<file path="config.mk">
export PLATFORM = sky130hd
export DESIGN_NAME = underscore_hex_escape_decoder
export DESIGN_NICKNAME = d
export VERILOG_FILES = /design/src/rtl/uhed_pkg.sv /design/src/rtl/uhed_front.sv /design/src/rtl/uhed_queue.sv /design/src/rtl/uhed_back.sv /design/src/rtl/underscore_hex_escape_decoder.sv
export VERILOG_INCLUDE_DIRS = /design/src /design/src/rtl
export SDC_FILE = /design/constraint.sdc
export NUM_CORES = 1
export LEC_CHECK = 0
export ABC_CLOCK_PERIOD_IN_PS = 3800
export BUFFER_PORTS_ARGS = -buffer_cell sky130_fd_sc_hd__clkbuf_2
export CELL_PAD_IN_SITES_DETAIL_PLACEMENT = 1
export CELL_PAD_IN_SITES_GLOBAL_PLACEMENT = 1
export CORE_ASPECT_RATIO = 1.1
export CORE_UTILIZATION = 30
export DETAILED_ROUTE_END_ITERATION = 8
export PLACE_DENSITY = 0.47
export SYNTH_ARGS = -nofsm -noshare
export SYNTH_HDL_FRONTEND = slang
export SYNTH_SLANG_ARGS = --single-unit
export TNS_END_PERCENT = 10
</file>
<file path="constraint.sdc">
create_clock -name clk -period 3.8 [get_ports clk]
set_input_delay 0 -clock clk [delete_from_list [all_inputs] [get_ports clk]]
set_output_delay 0 -clock clk [all_outputs]
set_load 0.02 [all_outputs]
</file>
<file path="src/rtl/underscore_hex_escape_decoder_assert.svh">
// Assertion macros for the underscore hex escape decoder.
// They expect clk and rst in scope (rst is active high and synchronous).
`ifndef UNDERSCORE_HEX_ESCAPE_DECODER_ASSERT_SVH
`define UNDERSCORE_HEX_ESCAPE_DECODER_ASSERT_SVH

// Same-cycle implication.
`define UHED_ASSERT_NOW(label, ante, cons, msg) \
  label: assert property (@(posedge clk) disable iff (rst) (ante) |-> (cons)) \
    else $error(msg);

// Next-cycle implication.
`define UHED_ASSERT_NEXT(label, ante, cons, msg) \
  label: assert property (@(posedge clk) disable iff (rst) (ante) |=> (cons)) \
    else $error(msg);

`endif

</file>
<file path="src/rtl/uhed_pkg.sv">
package uhed_pkg;

  localparam logic [7:0] ESC_CHAR = 8'h5F;

  // Command queue between front and back.
  localparam int QUEUE_DEPTH = 4;
  localparam int QPTR_W      = $clog2(QUEUE_DEPTH);
  localparam int QCNT_W      = $clog2(QUEUE_DEPTH + 1);

  // What the front holds back from earlier bytes.
  typedef enum logic [1:0] {
    HELD_NONE  = 2'd0,
    HELD_ESC   = 2'd1,
    HELD_DIGIT = 2'd2
  } held_t;

  // One request's worth of output: 1 to 3 bytes, packed from index 0.
  // last marks the final byte of the group as the end of the identifier.
  typedef struct packed {
    logic [1:0]      cnt;
    logic [2:0][7:0] bytes;
    logic            last;
  } cmd_t;

  typedef struct packed {
    logic full;
    logic nonempty;
  } q_status_t;

  function automatic logic is_hex(input logic [7:0] c);
    is_hex = (c >= 8'h30 && c <= 8'h39) || (c >= 8'h41 && c <= 8'h46) ||
             (c >= 8'h61 && c <= 8'h66);
  endfunction

  function automatic logic [3:0] hex_value(input logic [7:0] c);
    logic [7:0] v;
    v = 8'h00;
    if (c >= 8'h30 && c <= 8'h39) begin
      v = c - 8'h30;
    end else if (c >= 8'h41 && c <= 8'h46) begin
      v = c - 8'h41 + 8'd10;
    end else if (c >= 8'h61 && c <= 8'h66) begin
      v = c - 8'h61 + 8'd10;
    end
    hex_value = v[3:0];
  endfunction

endpackage

</file>
<file path="src/rtl/uhed_front.sv">
module uhed_front (
  input  logic                clk,
  input  logic                rst,
  input  logic                in_valid,
  output logic                in_stall,
  input  logic [7:0]          in_byte,
  input  logic                in_last,
  input  uhed_pkg::q_status_t q_stat,
  output logic                push,
  output uhed_pkg::cmd_t      push_cmd
);

  uhed_pkg::held_t held, held_next;
  logic [7:0]      held_digit, held_digit_next;
  logic            accept;
  logic            p_hold;
  uhed_pkg::cmd_t  cmd;

  assign in_stall = q_stat.full;
  assign accept   = in_valid && !q_stat.full;

  // a lone underscore that is not last starts an escape
  assign p_hold = (in_byte == uhed_pkg::ESC_CHAR) && !in_last;

  always_comb begin
    held_next       = uhed_pkg::HELD_NONE;
    held_digit_next = held_digit;
    cmd.cnt         = 2'd0;
    cmd.bytes       = '0;
    cmd.last        = in_last;
    unique case (held)
      uhed_pkg::HELD_ESC: begin
        if (uhed_pkg::is_hex(in_byte) && !in_last) begin
          held_next       = uhed_pkg::HELD_DIGIT;
          held_digit_next = in_byte;
        end else begin
          cmd.bytes[0] = uhed_pkg::ESC_CHAR;
          if (p_hold) begin
            cmd.cnt   = 2'd1;
            held_next = uhed_pkg::HELD_ESC;
          end else begin
            cmd.bytes[1] = in_byte;
            cmd.cnt      = 2'd2;
          end
        end
      end
      uhed_pkg::HELD_DIGIT: begin
        if (uhed_pkg::is_hex(in_byte)) begin
          cmd.bytes[0] = {uhed_pkg::hex_value(held_digit), uhed_pkg::hex_value(in_byte)};
          cmd.cnt      = 2'd1;
        end else begin
          cmd.bytes[0] = uhed_pkg::ESC_CHAR;
          cmd.bytes[1] = held_digit;
          if (p_hold) begin
            cmd.cnt   = 2'd2;
            held_next = uhed_pkg::HELD_ESC;
          end else begin
            cmd.bytes[2] = in_byte;
            cmd.cnt      = 2'd3;
          end
        end
      end
      default: begin
        if (p_hold) begin
          held_next = uhed_pkg::HELD_ESC;
        end else begin
          cmd.bytes[0] = in_byte;
          cmd.cnt      = 2'd1;
        end
      end
    endcase
  end

  assign push     = accept && (cmd.cnt != 2'd0);
  assign push_cmd = cmd;

  always_ff @(posedge clk) begin
    if (rst) begin
      held <= uhed_pkg::HELD_NONE;
    end else if (accept) begin
      held <= held_next;
    end
  end

  always_ff @(posedge clk) begin
    if (accept) begin
      held_digit <= held_digit_next;
    end
  end

endmodule

</file>
<file path="src/rtl/uhed_queue.sv">
`include "underscore_hex_escape_decoder_assert.svh"

module uhed_queue (
  input  logic                clk,
  input  logic                rst,
  input  logic                push,
  input  uhed_pkg::cmd_t      push_cmd,
  input  logic                pop,
  output uhed_pkg::cmd_t      head,
  output uhed_pkg::q_status_t q_stat
);

  uhed_pkg::cmd_t                  mem [uhed_pkg::QUEUE_DEPTH];
  logic [uhed_pkg::QPTR_W-1:0]     wr_ptr, rd_ptr;
  logic [uhed_pkg::QCNT_W-1:0]     count;

  assign head            = mem[rd_ptr];
  assign q_stat.full     = (count == uhed_pkg::QCNT_W'(uhed_pkg::QUEUE_DEPTH));
  assign q_stat.nonempty = (count != '0);

  always_ff @(posedge clk) begin
    if (push) begin
      mem[wr_ptr] <= push_cmd;
    end
  end

  always_ff @(posedge clk) begin
    if (rst) begin
      wr_ptr <= '0;
      rd_ptr <= '0;
      count  <= '0;
    end else begin
      if (push) begin
        wr_ptr <= wr_ptr + 1'b1;
      end
      if (pop) begin
        rd_ptr <= rd_ptr + 1'b1;
      end
      unique case ({push, pop})
        2'b10:   count <= count + 1'b1;
        2'b01:   count <= count - 1'b1;
        default: count <= count;
      endcase
    end
  end

  `UHED_ASSERT_NOW(a_count_bound, 1'b1,
                   count <= uhed_pkg::QCNT_W'(uhed_pkg::QUEUE_DEPTH), "queue count over depth")
  `UHED_ASSERT_NOW(a_no_push_full, push, !q_stat.full, "push into full queue")
  `UHED_ASSERT_NOW(a_no_pop_empty, pop, q_stat.nonempty, "pop from empty queue")

endmodule

</file>
<file path="src/rtl/uhed_back.sv">
module uhed_back (
  input  logic                clk,
  input  logic                rst,
  input  uhed_pkg::cmd_t      head,
  input  uhed_pkg::q_status_t q_stat,
  output logic                pop,
  output logic                out_valid,
  input  logic                out_stall,
  output logic [7:0]          out_byte,
  output logic                out_last
);

  logic [1:0] idx;
  logic       load;
  logic       final_byte;

  // output register free, or emptied this cycle
  assign load       = q_stat.nonempty && (!out_valid || !out_stall);
  assign final_byte = (idx == 2'(head.cnt - 2'd1));
  assign pop        = load && final_byte;

  always_ff @(posedge clk) begin
    if (rst) begin
      idx       <= '0;
      out_valid <= 1'b0;
    end else begin
      if (load) begin
        idx       <= final_byte ? 2'd0 : idx + 2'd1;
        out_valid <= 1'b1;
      end else if (!out_stall) begin
        out_valid <= 1'b0;
      end
    end
  end

  always_ff @(posedge clk) begin
    if (load) begin
      out_byte <= head.bytes[idx];
      out_last <= head.last && final_byte;
    end
  end

endmodule

</file>
<file path="src/rtl/underscore_hex_escape_decoder.sv">
// Streaming decoder for identifiers escaped as underscore plus two hex digits.
// Raw bytes enter on in_byte with in_last on the final byte of an identifier;
// "_XY" with X and Y hex digits (either case) comes out as the single byte 0xXY,
// while an underscore or digit that does not complete an escape passes through
// unchanged, and everything held is flushed at the last byte, whose final
// result carries out_last. The front classifies one input request per cycle
// and drops a group of one to three output bytes into a four-entry queue; the
// back drains the queue one byte per cycle into a registered output. Input
// rate is one request per cycle whenever the queue has room (in_stall is the
// queue-full flag); output rate is one byte per cycle while out_stall is low,
// and since a stream never yields more bytes than it takes, a continuous
// stream is sustained at one byte per cycle when the output is not stalled.
// The first byte of a group passes through a queue entry and then the output
// register. No clearing pass is needed after reset.
module underscore_hex_escape_decoder (
  input  logic       clk,
  input  logic       rst,
  input  logic       in_valid,
  output logic       in_stall,
  input  logic [7:0] in_byte,
  input  logic       in_last,
  output logic       out_valid,
  input  logic       out_stall,
  output logic [7:0] out_byte,
  output logic       out_last
);

  uhed_pkg::q_status_t q_stat;
  uhed_pkg::cmd_t      push_cmd;
  uhed_pkg::cmd_t      head;
  logic                push;
  logic                pop;

  // front: escape state and request classification
  uhed_front u_front (
    .clk      (clk),
    .rst      (rst),
    .in_valid (in_valid),
    .in_stall (in_stall),
    .in_byte  (in_byte),
    .in_last  (in_last),
    .q_stat   (q_stat),
    .push     (push),
    .push_cmd (push_cmd)
  );

  // short queue so each side stalls on its own
  uhed_queue u_queue (
    .clk      (clk),
    .rst      (rst),
    .push     (push),
    .push_cmd (push_cmd),
    .pop      (pop),
    .head     (head),
    .q_stat   (q_stat)
  );

  // back: serializes each group onto the output register
  uhed_back u_back (
    .clk       (clk),
    .rst       (rst),
    .head      (head),
    .q_stat    (q_stat),
    .pop       (pop),
    .out_valid (out_valid),
    .out_stall (out_stall),
    .out_byte  (out_byte),
    .out_last  (out_last)
  );

endmodule

</file>
# Word level (Yosys, flattened, before mapping)
# Memories as Yosys holds them, arrays and structs flattened. A register that Yosys moved wholly into a read port is not among the register bits.
# Cells that the tools add are included.
# classes
addsub,16
n_lt_le_gt_ge,13
n_eq_ne,8
muxes,33
n_reduce_logical,24
# op_table
operator,count
"8-bit by 7-bit greater-or-equal comparator with 1-bit output, second input constant",4
"8-bit by 7-bit less-or-equal comparator with 1-bit output, second input constant",4
16-bit two-way mux,2
8-bit two-way mux,4
8-bit one-hot mux with 2 select lines,2
4-bit two-way mux,6
"4-bit by 1-bit subtractor with 4-bit output, second input constant",6
"4-bit adder, second input constant",4
8-bit binary-select mux with 2-bit select,1
"8-bit by 6-bit greater-or-equal comparator with 1-bit output, second input constant",2
"8-bit by 6-bit less-or-equal comparator with 1-bit output, second input constant",2
2-bit two-way mux,8
1-bit logical AND,13
"8-bit by 7-bit == test with 1-bit output, second input constant",1
2-bit one-hot mux with 2 select lines,2
1-bit two-way mux,7
"2-bit by 1-bit adder with 2-bit output, second input constant",3
3-bit one-hot mux with 2 select lines,1
"2-bit by 1-bit == test with 1-bit output, second input constant",2
"2-bit == test, second input constant",2
1-bit zero test,4
2-bit nonzero test,2
"3-bit by 1-bit adder with 3-bit output, second input constant",1
"3-bit == test, second input constant",1
8 further kinds,10
# totals
ff_bits,29
mem_bits_rw,108
out_inout_bits,11
wordCells,104
n_memories,1
# mem_list
memory,words,word_bits,read_ports,rd_ports_with_merged_regs,write_ports,line,rtl
u_queue.mem,4,27,1,1,1,uhed_queue.sv:13,uhed_pkg::cmd_t mem [uhed_pkg::QUEUE_DEPTH];

# Depth between registers and ports, before layout
# Gate-level depths: netlist of run 1.
# depth
ltp_word,11
depth_mapped,13
mapped_depth_nobuf,13

# By module
# A second synthesis of run 1 with hierarchy kept.
# unflattened
cells_unflattened,374
hier_area_um2,6133.4
# modules_own_cells
module,n_inst,cells_per_inst,area_each_um2
uhed_queue,1,184,4370.4
uhed_front,1,133,1141.1
uhed_back,1,57,621.8

# Worst setup path after synthesis of run 1
# Ideal clock, no wire load.
# synth_timing
kind,flip-flop to flip-flop
from,register (tool-made name)
to,register u_queue.count[2] in the netlist's numbering
setup_ps,71
arrival_time_ps,2762
setup_slack_ps,967
stages_incl_launch_ff,11
cell_sequence,dfxtp_1 > buf_6 > mux4_2 > a2111o_1 > mux2i_4 > ha_1 > inv_1 > fa_1 > xor2_1 > or3_1 > a21oi_1
# synth_lines
element,line,rtl
"end signal, assigned",uhed_queue.sv:40,2'b10: count <= count + 1'b1;
"end signal, assigned",uhed_queue.sv:41,2'b01: count <= count - 1'b1;
"end signal, assigned",uhed_queue.sv:42,default: count <= count;
"end, declared",uhed_queue.sv:15,logic [uhed_pkg::QCNT_W-1:0] count;

==> impl_results.md, run 1 <==
* Worst Path Max Fanout at 11
* Pwr Density at 638 mW/mm²
* PnR worst setup slack at 0.646 ns
* Worst r2r path cells at 9
* Top cell types by occurrence after synthesis: edfxtp_1, nor2_1, mux4_2
* Drt wl/cell at 19.6 µm
* Worst-Margin Slew at 0.730 ns
* CTS tree: done
* Combined area of the multi-input logic cells at 0.00195 mm²
* RSZ-0062 raised after global routing: false
* EDFF count, synth at 125
* I/O Buffers at 23
* Root buf cell: clkbuf_16
* Synth area leader: edfxtp_1
* HP Class: input pin to register
* Internal at 3.44 mW
* CP Cell Sequence: mux4_2, a2111o_1, mux2i_4, ha_1, inv_1, fa_1, xor2_1, or3_1, a21oi_1
* Vias per cell at 4.93
* Synth area leaders: edfxtp_1, mux4_2, dfxtp_1, ha_1, nor2_1
* Clock network fraction of total power at 37.9%
* Worst ir drop on vdd at 302 µV
* FMAX at 317 MHz
* Post-CTS Hold Fix Bufs at 12
* Vias at 3496
* Hold Violations, Final at 0
* Skew final at 0.00798 ns
* CP peak stage delay at 0.64 ns
* WHS Endpoint: u_front.held[0]
* DRT iter0 DRCs at 173
* I/O pin cnt at 24
* Syn_area_per_cell at 15.5 µm²
* HP Start: in_valid
* Post-Syn Nets at 426
* Die height at 152 µm
* Vias in the first global route at 3866
* Fillers at 2069
* PostCTS Resize Cnt at 0
* Gpl congestion at 0.799
* Most common cell in the synthesized netlist: edfxtp_1
* Startpoint types: register
* Worst Hold Depth at 4
* Worst-Skew Late Latency at 0.42 ns
* Final Non-Filler Cells at 709
* Initial DRT Pass Iterations at 4
* Share of cells above drive strength 1 at 21.2%
* Gate Count Post-Synth at 397
* Pin count of the biggest net entering global routing at 28
* Cell variety after synth at 58
* Gr usage total at 14.2%
* WS Path Type: register to register
* CP Data Required Time at 4.15 ns
* Synth warn at 0
* CTS Buf Count at 17
* Setup slack, reg-to-reg at 0.65 ns
* Hold slack at 0.0924 ns
* Site row count at 54
* Sequential Power Share at 42.5%
* Core ar. at 0.0200 mm²
* Num Clock Sinks at 139
* Core Util, Final at 36.8%
* DRC at 0
* Post-route ant nets at 0
* Sequential cell area at 0.00404 mm²
* Pre-CTS setup slack at 0.625 ns
* DPL Wire Length at 9020 µm
* Final Slew Violations at 0
* Die footprint at 0.0211 mm²
* Ys async rst share at 0%
* Slowest-stage cell, CP: mux4_2
* P&R area growth vs syn at 19.3%
* Register area share after synthesis at 65.5%
* Post-route minimum period at 3.15 ns
* Leakage power at 2.47 nW
* Initial core utilization at 30.8%
* Number of synthesized register bits at 139
* Final setup viols at 0
* Post-route setup TNS at 0 ns
* Placed insts at 665
* CP arrival at 3.50 ns
* Overflow after GRT at 0
* First-pass GRT wire length at 22300 µm
* P_sw at 1.25 mW
* Commonest register cell after synthesis: edfxtp_1
* Max cap viols at 0
* Fin crit share at 83.0%
* Antenna cells at 0
* H-tree Lvls at 4
* Max-slew headroom at the worst pin at 51.4%
* Switching share of power at 26.6%
* Status: complete, no violations
* CTS clock-pin slew for the worst setup and hold paths at 0.06 ns
* Post-layout nets at 473
* Clock buffer depth at 2
* Routed WL at 13900 µm
* Netlist Area Pre-Place at 0.00616 mm²
* Antenna violations before repair at 0
* CP bufs+invs at 1
* Die W at 139 µm
* Delay-heaviest family, CP: multiplexers
* RR Endpoint: u_queue.count[2]
* Synth top area share at 60.9%
* Logic pwr share at 19.6%
* Setup bufs post-CTS at 0
* CP Capture Type: register
-- kinds of logic after synthesis --
kind of cell,share of synthesized area (%)
AO/OA/AOI/OAI,7.49
XOR/XNOR,0.691
adder cells (fa/ha/maj),3.37
buffers and inverters,2.82
flip-flops,65.5
multiplexers,12.2
AND/OR/NAND/NOR,8.00
-- worst register-to-register path: stages (launching register included) --
cell and delay [ns]:
dfxtp_2 0.57, mux4_2 0.64, a2111o_1 0.41, mux2i_4 0.22, ha_1 0.23, inv_1 0.06
fa_1 0.37, xor2_1 0.16, or3_1 0.31, a21oi_1 0.14
-- flip-flops by register name, summed over array words and instances (netlist names), named ones only --
register and cells:
u_back.out_byte 8, u_front.held_digit 8, u_back.out_last 1, u_queue.wr_ptr 2, u_back.idx 2, u_queue.mem 108, u_queue.count 3, u_front.held 2
u_back.out_valid 1, u_queue.rd_ptr 2
-- how the worst max path moves through the flow --
stage | depth (start not counted) | to
floorplan | 10 | u_queue.count[2]
global placement | 9 | u_queue.count[2]
detailed placement | 9 | u_queue.count[2]
CTS | 9 | u_queue.count[2]
global route | 9 | u_queue.count[2]
finish | 9 | u_queue.count[2]
-- power by group through the flow --
stage               Sequential [mW]  Combinational (mW)  Clock (mW)
floorplan                      2.07               0.590           0
global placement               2.02               0.925           0
detailed placement             2.03               0.926           0
CTS                            2.00               0.944        1.82
global route                   2.02                1.02        1.88
finish                         1.99               0.918        1.78
-- final cells by class --
class / instances / area share [%]
inverters: 24 / 1.23
flip-flops and latches: 139 / 54.9
multi-input cells: 215 / 26.6
clock inverters: 14 / 2.74
repair buffers: 47 / 4.43
well taps: 252 / 4.29
clock buffers: 18 / 5.84
-- per-layer routing --
layer	wire (µm)	up-vias	GRT usage (%)
li1	-	1657	-
met1	6540	1778	18.4
met2	6740	46	23.5
met3	338	15	2.70
met4	251	0	5.71
met5	0	-	0
-- cell usage in the layout, fill, tap and decap left out, types with 3 or more instances in the layout --
cell             n
nand2b_1         5
and2_1           5
nor3_1           4
mux2i_1         10
dlygate4sd3_1   12
a211oi_1         3
a21oi_1         15
nor2_1          30
inv_1           24
and3_1           8
mux4_2          25
clkinv_2         3
o21ai_0          5
nand2_1         11
buf_4           12
a31oi_1          3
clkbuf_2        23
o22ai_1         10
a32oi_1          7
nand3_1          8
a22oi_1          4
nor2b_1          4
clkbuf_16       17
edfxtp_1       125
bufinv_16        5
ha_1            15
clkinv_1         3
dfxtp_1         13
-- stage by stage --
| stage | cell area, µm² | total power [mW] |
|---|---|---|
| 6_report | 7350 | 4.69 |
| 5_1_grt | 7350 | 4.91 |
| 4_1_cts | 7350 | 4.76 |
| 3_5_place_dp | 6600 | 2.95 |
| 3_3_place_gp | 6600 | 2.94 |
| 2_1_floorplan | 6160 | 2.66 |
Power figures use the tool's default switching activity.
==> inputs of run 2 (changes only) <==
Settings changed: ABC_AREA from default to 1, ABC_CLOCK_PERIOD_IN_PS 3800 to 3100, PLACE_DENSITY 0.47 to 0.49.
Clock period 3.8 ns to 3.1 ns, I/O delays scaled along.
==> run 2 against run 1 <==
Effect of this change:
- area after synthesis increased by 1.1%
- register-to-register slack got worse by 0.17 ns
- die area is 1.1% higher
- clock skew is essentially flat
- routed wire length increased by 20%
- non-clock buffer count increased by 2
- combinational power up 88%
- sequential cell count stayed put
- worst hold slack lost 0.0078 ns
- via count is 23% higher
- largest cell class unchanged
==> impl_results.md, run 2 <==
* Die height at 153 µm (+0.53%)
* Final setup viols at 0 (unchanged)
* Gr usage total at 16.5% (+2.3 points)
* DRT iter0 DRCs at 160 (-7.5%)
* Post-route setup TNS at 0 ns (unchanged)
* Worst-Margin Slew at 0.839 ns (+0.110 ns)
* First-pass GRT wire length at 25800 µm (+16%)
* Share of cells above drive strength 1 at 15.9% (-5.3 points)
* Vias at 4311 (+23%)
* Worst Path Max Fanout at 8 (-3)
* Switching share of power at 32.2% (+5.6 points)
* Initial DRT Pass Iterations at 5 (+1)
* Post-Syn Nets at 585 (+37%)
* Gate Count Post-Synth at 556 (+40%)
* Die W at 139 µm (+0.53%)
* Gpl congestion at 0.787 (-1.5%)
* I/O Buffers at 23 (unchanged)
* DRC at 0 (unchanged)
* Clock network fraction of total power at 33.8% (-4.1 points)
* Die footprint at 0.0213 mm² (+1.1%)
* Synth warn at 0 (unchanged)
* Synth area leaders: edfxtp_1, o21ai_0, dfxtp_1, nor2_1, nand2_1
* Root buf cell: clkbuf_16
* Core Util, Final at 37.0% (+0.24 points)
* EDFF count, synth at 125 (unchanged)
* Post-route minimum period at 2.72 ns
* Slowest-stage cell, CP: dlygate4sd3_1
* Fillers at 2211 (+6.9%)
* Skew final at 0.00835 ns (+0.000367 ns)
* Antenna violations before repair at 0 (unchanged)
* Max reg flops at 108 (unchanged)
* CP Cell Sequence: dlygate4sd3_1, clkbuf_2, ha_1, inv_1, nor3_1, nand2_1, inv_1, nand2_1, nand2_1, nand2_4, nand2_4, ha_1, inv_1, fa_1, a21oi_1, o21ai_0, o21ai_0, a21oi_1
* Synth top area share at 60.3% (-0.65 points)
* Status: complete, no violations
* Internal at 4.34 mW (+26%)
* Commonest register cell after synthesis: edfxtp_1
* Pwr Density at 862 mW/mm² (+35%)
* Ys async rst share at 0% (unchanged)
* CTS Buf Count at 17 (unchanged)
* Post-route ant nets at 0 (unchanged)
* H-tree Lvls at 4 (unchanged)
* Most common cell in the synthesized netlist: edfxtp_1
* CP Capture Type: register
* P&R area growth vs syn at 19.2% (about the same)
* Core ar. at 0.0201 mm² (+0.34%)
* Hold Violations, Final at 0 (unchanged)
* Top cell types by occurrence after synthesis: edfxtp_1, nor2_1, o21ai_0
* Final Slew Violations at 0 (unchanged)
* Routed WL at 16600 µm (+20%)
* Overflow after GRT at 0 (unchanged)
* PostCTS Resize Cnt at 0 (unchanged)
* CP peak stage delay at 0.52 ns (-0.12 ns)
* Clock buffer depth at 2 (unchanged)
* RSZ-0062 raised after global routing: false
* Largest registers: u_queue.mem: 108 flops, u_back.out_byte: 8 flops, u_front.held_digit: 8 flops
* Worst-Skew Late Latency at 0.42 ns (about the same)
* Sequential Power Share at 39.1% (-3.4 points)
* Startpoint types: input pin
* HP Class: input pin to register
* Num Clock Sinks at 139 (unchanged)
* Vias in the first global route at 4498 (+16%)
* Fin crit share at 87.7%
* Syn_area_per_cell at 11.2 µm² (-28%)
* Logic pwr share at 27.0% (+7.4 points)
* Largest Register: u_queue.mem
* Leakage power at 2.72 nW (+9.7%)
* WS Path Type: input pin to register
* CTS clock-pin slew for the worst setup and hold paths at 0.06 ns (about the same)
* Register area share after synthesis at 64.8% (-0.70 points)
* DPL Wire Length at 11000 µm (+22%)
* Most frequent cells in the layout: edfxtp_1, nor2_1, o21ai_0, nand2_1, inv_1
* FMAX at 368 MHz
* Synth area leader: edfxtp_1
* Vias per cell at 4.97 (+0.84%)
* Site row count at 54 (unchanged)
* CP bufs+invs at 5 (+4)
* Post-layout nets at 631 (+33%)
* Worst ir drop on vdd at 378 µV (+25%)
* Number of synthesized register bits at 139 (unchanged)
* P_sw at 2.06 mW (+66%)
* I/O pin cnt at 24 (unchanged)
* CTS tree: done
* Delay-heaviest family, CP: buffers and inverters
* Antenna cells at 0 (unchanged)
* Netlist Area Pre-Place at 0.00623 mm² (+1.1%)
* Max cap viols at 0 (unchanged)
* Initial core utilization at 31.0% (+0.23 points)
* Drt wl/cell at 19.1 µm (-2.1%)
* Cell variety after synth at 38 (-34%)
* CP arrival at 3.02 ns (-0.48 ns)
* Max-slew headroom at the worst pin at 43.5% (-7.9 points)
* Pin count of the biggest net entering global routing at 35 (+25%)
* Commonest non-fill, non-tap cell in the layout: edfxtp_1
* CP Data Required Time at 3.40 ns (-0.75 ns)
run 2: changes by cell type in the layout (fill, tap and decap cells not counted), moves of 10 or more:
cell      delta
nor2_1      +43
a21oi_1     +12
nand2_1     +51
nand3_1     +10
inv_1       +24
o21ai_0     +61
mux2i_1     -10
o221ai_1    +10
mux4_2      -25
run 2: routing by layer:
metal	vias to the layer above	track usage, %	routed length (µm)
met1	2166	22.0	7890
met2	63	26.6	7960
met4	0	5.82	250
met5	-	0	0
li1	2063	-	-
met3	19	3.32	496
run 2: repair_timing:
action | CTS | global route
hold buffers | 11 | 0
endpoints found under the hold margin | 17 | 0
endpoints found under the setup margin | 0 | 0
setup buffers | 0 | 0
run 2: final cells by class:
class                   instances  area [µm²]  share of cell area (%)
clock buffers                  18         429                    5.78
multi-input cells             340        1890                    25.5
repair buffers                 49         338                    4.55
flip-flops and latches        139        4040                    54.3
inverters                      55         214                    2.88
well taps                     252         315                    4.25
clock inverters                14         200                    2.70
run 2: kinds of logic after synthesis:
family	after synthesis	synth area share, %
buffers and inverters	77	4.84
AOI/OAI and AO/OA	138	12.9
and+or+nand+nor	184	13.8
xor gates and xnor gates	2	0.402
DFF	139	64.8
adders and majority gates	16	3.33
run 2: power groups by stage:
stage / Clock (mW) / Combinational [mW] / Sequential, mW
5_1_grt: 2.29 / 1.94 / 2.54
3_5_place_dp: 0 / 1.75 / 2.55
3_3_place_gp: 0 / 1.74 / 2.54
6_report: 2.17 / 1.73 / 2.50
4_1_cts: 2.22 / 1.78 / 2.51
2_1_floorplan: 0 / 1.08 / 2.60
run 2: worst paths after layout:
check / cells after the start / end / start / slack (ns)
max: 18 / u_queue.count[2] / in_byte[0] / 0.38
min: 4 / u_front.held[1] / in_valid / 0.08
max reg2reg: 16 / u_queue.count[2] / u_front.held[0] / 0.48
min reg2reg: 1 / u_queue.count[0] / u_queue.count[0] / 0.48
run 2: stage by stage:
step                total power [mW]  cell area [µm²]  setup WS [ns]  hold WS [ns]  cells
global placement                4.28             6690          0.487         0.255    824
detailed placement              4.30             6690          0.479         0.260    824
global route                    6.76             7420         0.0405         0.142    867
floorplan                       3.68             6230          0.711        0.0691    556
finish                          6.40             7420          0.381        0.0846    867
CTS                             6.51             7420          0.393        0.0703    867
run 2: worst reg2reg max path: cells and delay by family, from the launching register on:
family                   cells  cell delay [ns]
AO/OA/AOI/OAI                4             0.48
AND/OR/NAND/NOR              5             0.38
buffers and inverters        4             0.43
flip-flops                   1             0.35
adder cells (fa/ha/maj)      3             0.87
==> inputs of run 3 (changes only) <==
Settings changed: CTS_BUF_LIST from default to sky130_fd_sc_hd__clkbuf_4.
==> run 3 against run 2 <==
Effect of this change:
- cell area shrank 3.8%
- clock skew grew 0.012 ns
- die area is the same
- combinational power is essentially flat
- critical path type is now register to register
- highest routed layer unchanged
==> impl_results.md, run 3 (same netlist as run 2, synthesis figures left out) <==
* Crit path to: u_queue.count[2]
* Die height at 153 µm (unchanged)
* HP Class: input pin to register
* Core ar. at 0.0201 mm² (unchanged)
* Antenna violations before repair at 1 (+1)
* P&R area growth vs syn at 14.7%
* Setup bufs post-CTS at 0 (unchanged)
* Gpl congestion at 0.787 (unchanged)
* Overflow after GRT at 0 (unchanged)
* Max reg flops at 108 (unchanged)
* Max-slew headroom at the worst pin at 42.5% (-0.93 points)
* Initial DRT Pass Iterations at 4 (-1)
* Vias at 4306 (-0.12%)
* RSZ-0062 raised after global routing: false
* Pwr Density at 783 mW/mm² (-9.2%)
* Drt wl/cell at 19.0 µm (-0.50%)
* DPL Wire Length at 11000 µm (unchanged)
* Post-route ant nets at 0 (unchanged)
* CP peak stage delay at 0.39 ns (-0.13 ns)
* PnR worst setup slack at 0.487 ns (+0.106 ns)
* CP Data Required Time at 3.53 ns (+0.13 ns)
* Startpoint types: register
* Die W at 139 µm (unchanged)
* Fin crit share at 84.3% (-3.4 points)
* DRT iter0 DRCs at 177 (+11%)
* I/O Buffers at 23 (unchanged)
* CP Depth at 16 (-2)
* Critical path startpoint: u_front.held[0]
* FMAX at 383 MHz (+4.0%)
* Share of cells above drive strength 1 at 16.1% (+0.14 points)
* Delay-heaviest family, CP: adder cells
* Worst ir drop on vdd at 248 µV (-35%)
* Worst r2r path cells at 16 (unchanged)
* Worst Path Max Fanout at 11 (+3)
* CP Capture Type: register
* Worst-Skew Late Latency at 0.53 ns (+0.11 ns)
* Leakage power at 2.59 nW (-4.5%)
* Most frequent cells in the layout: edfxtp_1, nor2_1, o21ai_0, nand2_1, inv_1
* I/O pin cnt at 24 (unchanged)
* Most common cell on crit path: nand2_4
* Num Clock Sinks at 139 (unchanged)
* Skew final at 0.0201 ns (+0.0117 ns)
* Slowest-stage cell, CP: fa_1
* Site row count at 54 (unchanged)
* CTS tree: done
* Final setup viols at 0 (unchanged)
* Pin count of the biggest net entering global routing at 35 (unchanged)
* Largest Register: u_queue.mem
* H-tree Lvls at 4 (unchanged)
* Worst-Margin Slew at 0.859 ns (+0.0196 ns)
* RR Endpoint: u_queue.count[2]
* Vias in the first global route at 4464 (-0.76%)
* Initial core utilization at 31.0% (unchanged)
* CP Cell Sequence: inv_1, ha_1, inv_1, nor2_8, inv_6, nand2_4, nand2_4, nand2_4, nand2_4, ha_1, inv_1, fa_1, a21oi_1, o21ai_0, o21ai_0, a21oi_1
* Root buf cell: clkbuf_4
* CTS clock-pin slew for the worst setup and hold paths at 0.12 ns (+0.06 ns)
* Max cap viols at 0 (unchanged)
* Reg2reg start: u_front.held[0]
* DRC at 0 (unchanged)
* Die footprint at 0.0213 mm² (unchanged)
* WS Path Type: register to register
* Setup slack, reg-to-reg at 0.49 ns (about the same)
* Routed WL at 16600 µm (-0.27%)
* Vias per cell at 4.96 (-0.35%)
* Post-route minimum period at 2.61 ns (-0.106 ns)
* Final Slew Violations at 0 (unchanged)
* CTS Buf Count at 17 (unchanged)
* Post-layout nets at 632 (+0.16%)
* CP bufs+invs at 4 (-1)
* Pre-CTS setup slack at 0.479 ns (unchanged)
* Post-route setup TNS at 0 ns (unchanged)
* PostCTS Resize Cnt at 0 (unchanged)
* Commonest non-fill, non-tap cell in the layout: edfxtp_1
* Clock buffer depth at 2 (unchanged)
* First-pass GRT wire length at 25700 µm (-0.69%)
* CP arrival at 3.05 ns (+0.03 ns)
* Gr usage total at 16.3% (-0.14 points)
* Status: complete, no violations
* Hold Violations, Final at 0 (unchanged)
* Largest registers: u_queue.mem: 108 flops, u_back.out_byte: 8 flops, u_front.held_digit: 8 flops
==> run 3: cell count changes in the layout (fill, tap and decap cells not counted) <==
cell and change:
clkbuf_4 +18, clkbuf_16 -17, clkbuf_1 -1, diode_2 +1, dlygate4sd3_1 +1
==> run 3: through the flow <==
stage	hold WS [ns]	power (mW)	util, %	cells	instance area (µm²)
finish	0.124	5.60	35.6	869	7140
global route	0.131	5.95	35.6	869	7140
CTS	0.0771	5.70	35.6	868	7140
detailed placement	0.260	4.30	33.3	824	6690
global placement	0.255	4.28	33.3	824	6690
floorplan	0.0691	3.68	-	556	6230
==> run 3: worst min path at each step <==
stage                           from               endpoint  slack [ns]  cells past startpoint
after floorplan                  rst        u_front.held[1]        0.07                      1
after global placement    in_byte[6]  u_front.held_digit[6]        0.25                      1
after detailed placement  in_byte[6]  u_front.held_digit[6]        0.26                      1
after CTS                   in_valid  u_front.held_digit[1]        0.08                      3
after global routing        in_valid  u_front.held_digit[0]        0.13                      3
final                       in_valid  u_front.held_digit[1]        0.12                      3
==> run 3: final cells by class <==
cell class                 count  area (µm²)
fill                        2240       12900
sequential                   139        4040
multi-input combinational    340        1890
timing repair buffer          50         348
tap                          252         315
inverter                      55         214
clock inverter                14         200
clock buffer                  18         135
antenna                        1        2.50
==> run 3: power breakdown <==
group | total (mW) | internal [mW] | switching, mW
Clock | 1.37 | 0.720 | 0.650
Combinational | 1.73 | 0.513 | 1.21
Sequential | 2.50 | 2.40 | 0.0951
Total | 5.60 | 3.64 | 1.96
==> run 3: routing by layer <==
metal	wire length [µm]	track usage, %	vias to the layer above
li1	-	-	2075
met4	139	4.97	0
met1	8020	22.0	2146
met3	502	3.32	12
met2	7890	26.5	73
met5	0	0	-
==> run 3: repair_timing <==
| item | in CTS | in global routing |
|---|---|---|
| setup endpoints to repair | 0 | 0 |
| hold endpoints to repair | 70 | 0 |
| hold buffers | 12 | 0 |
==> run 3: worst reg2reg max path: stages (launching register included) <==
cell	delay [ns]
dfxtp_1	0.37
inv_1	0.05
ha_1	0.33
inv_1	0.22
nor2_8	0.09
inv_6	0.10
nand2_4	0.06
nand2_4	0.06
nand2_4	0.07
nand2_4	0.10
ha_1	0.15
inv_1	0.06
fa_1	0.39
a21oi_1	0.15
o21ai_0	0.11
o21ai_0	0.16
a21oi_1	0.06
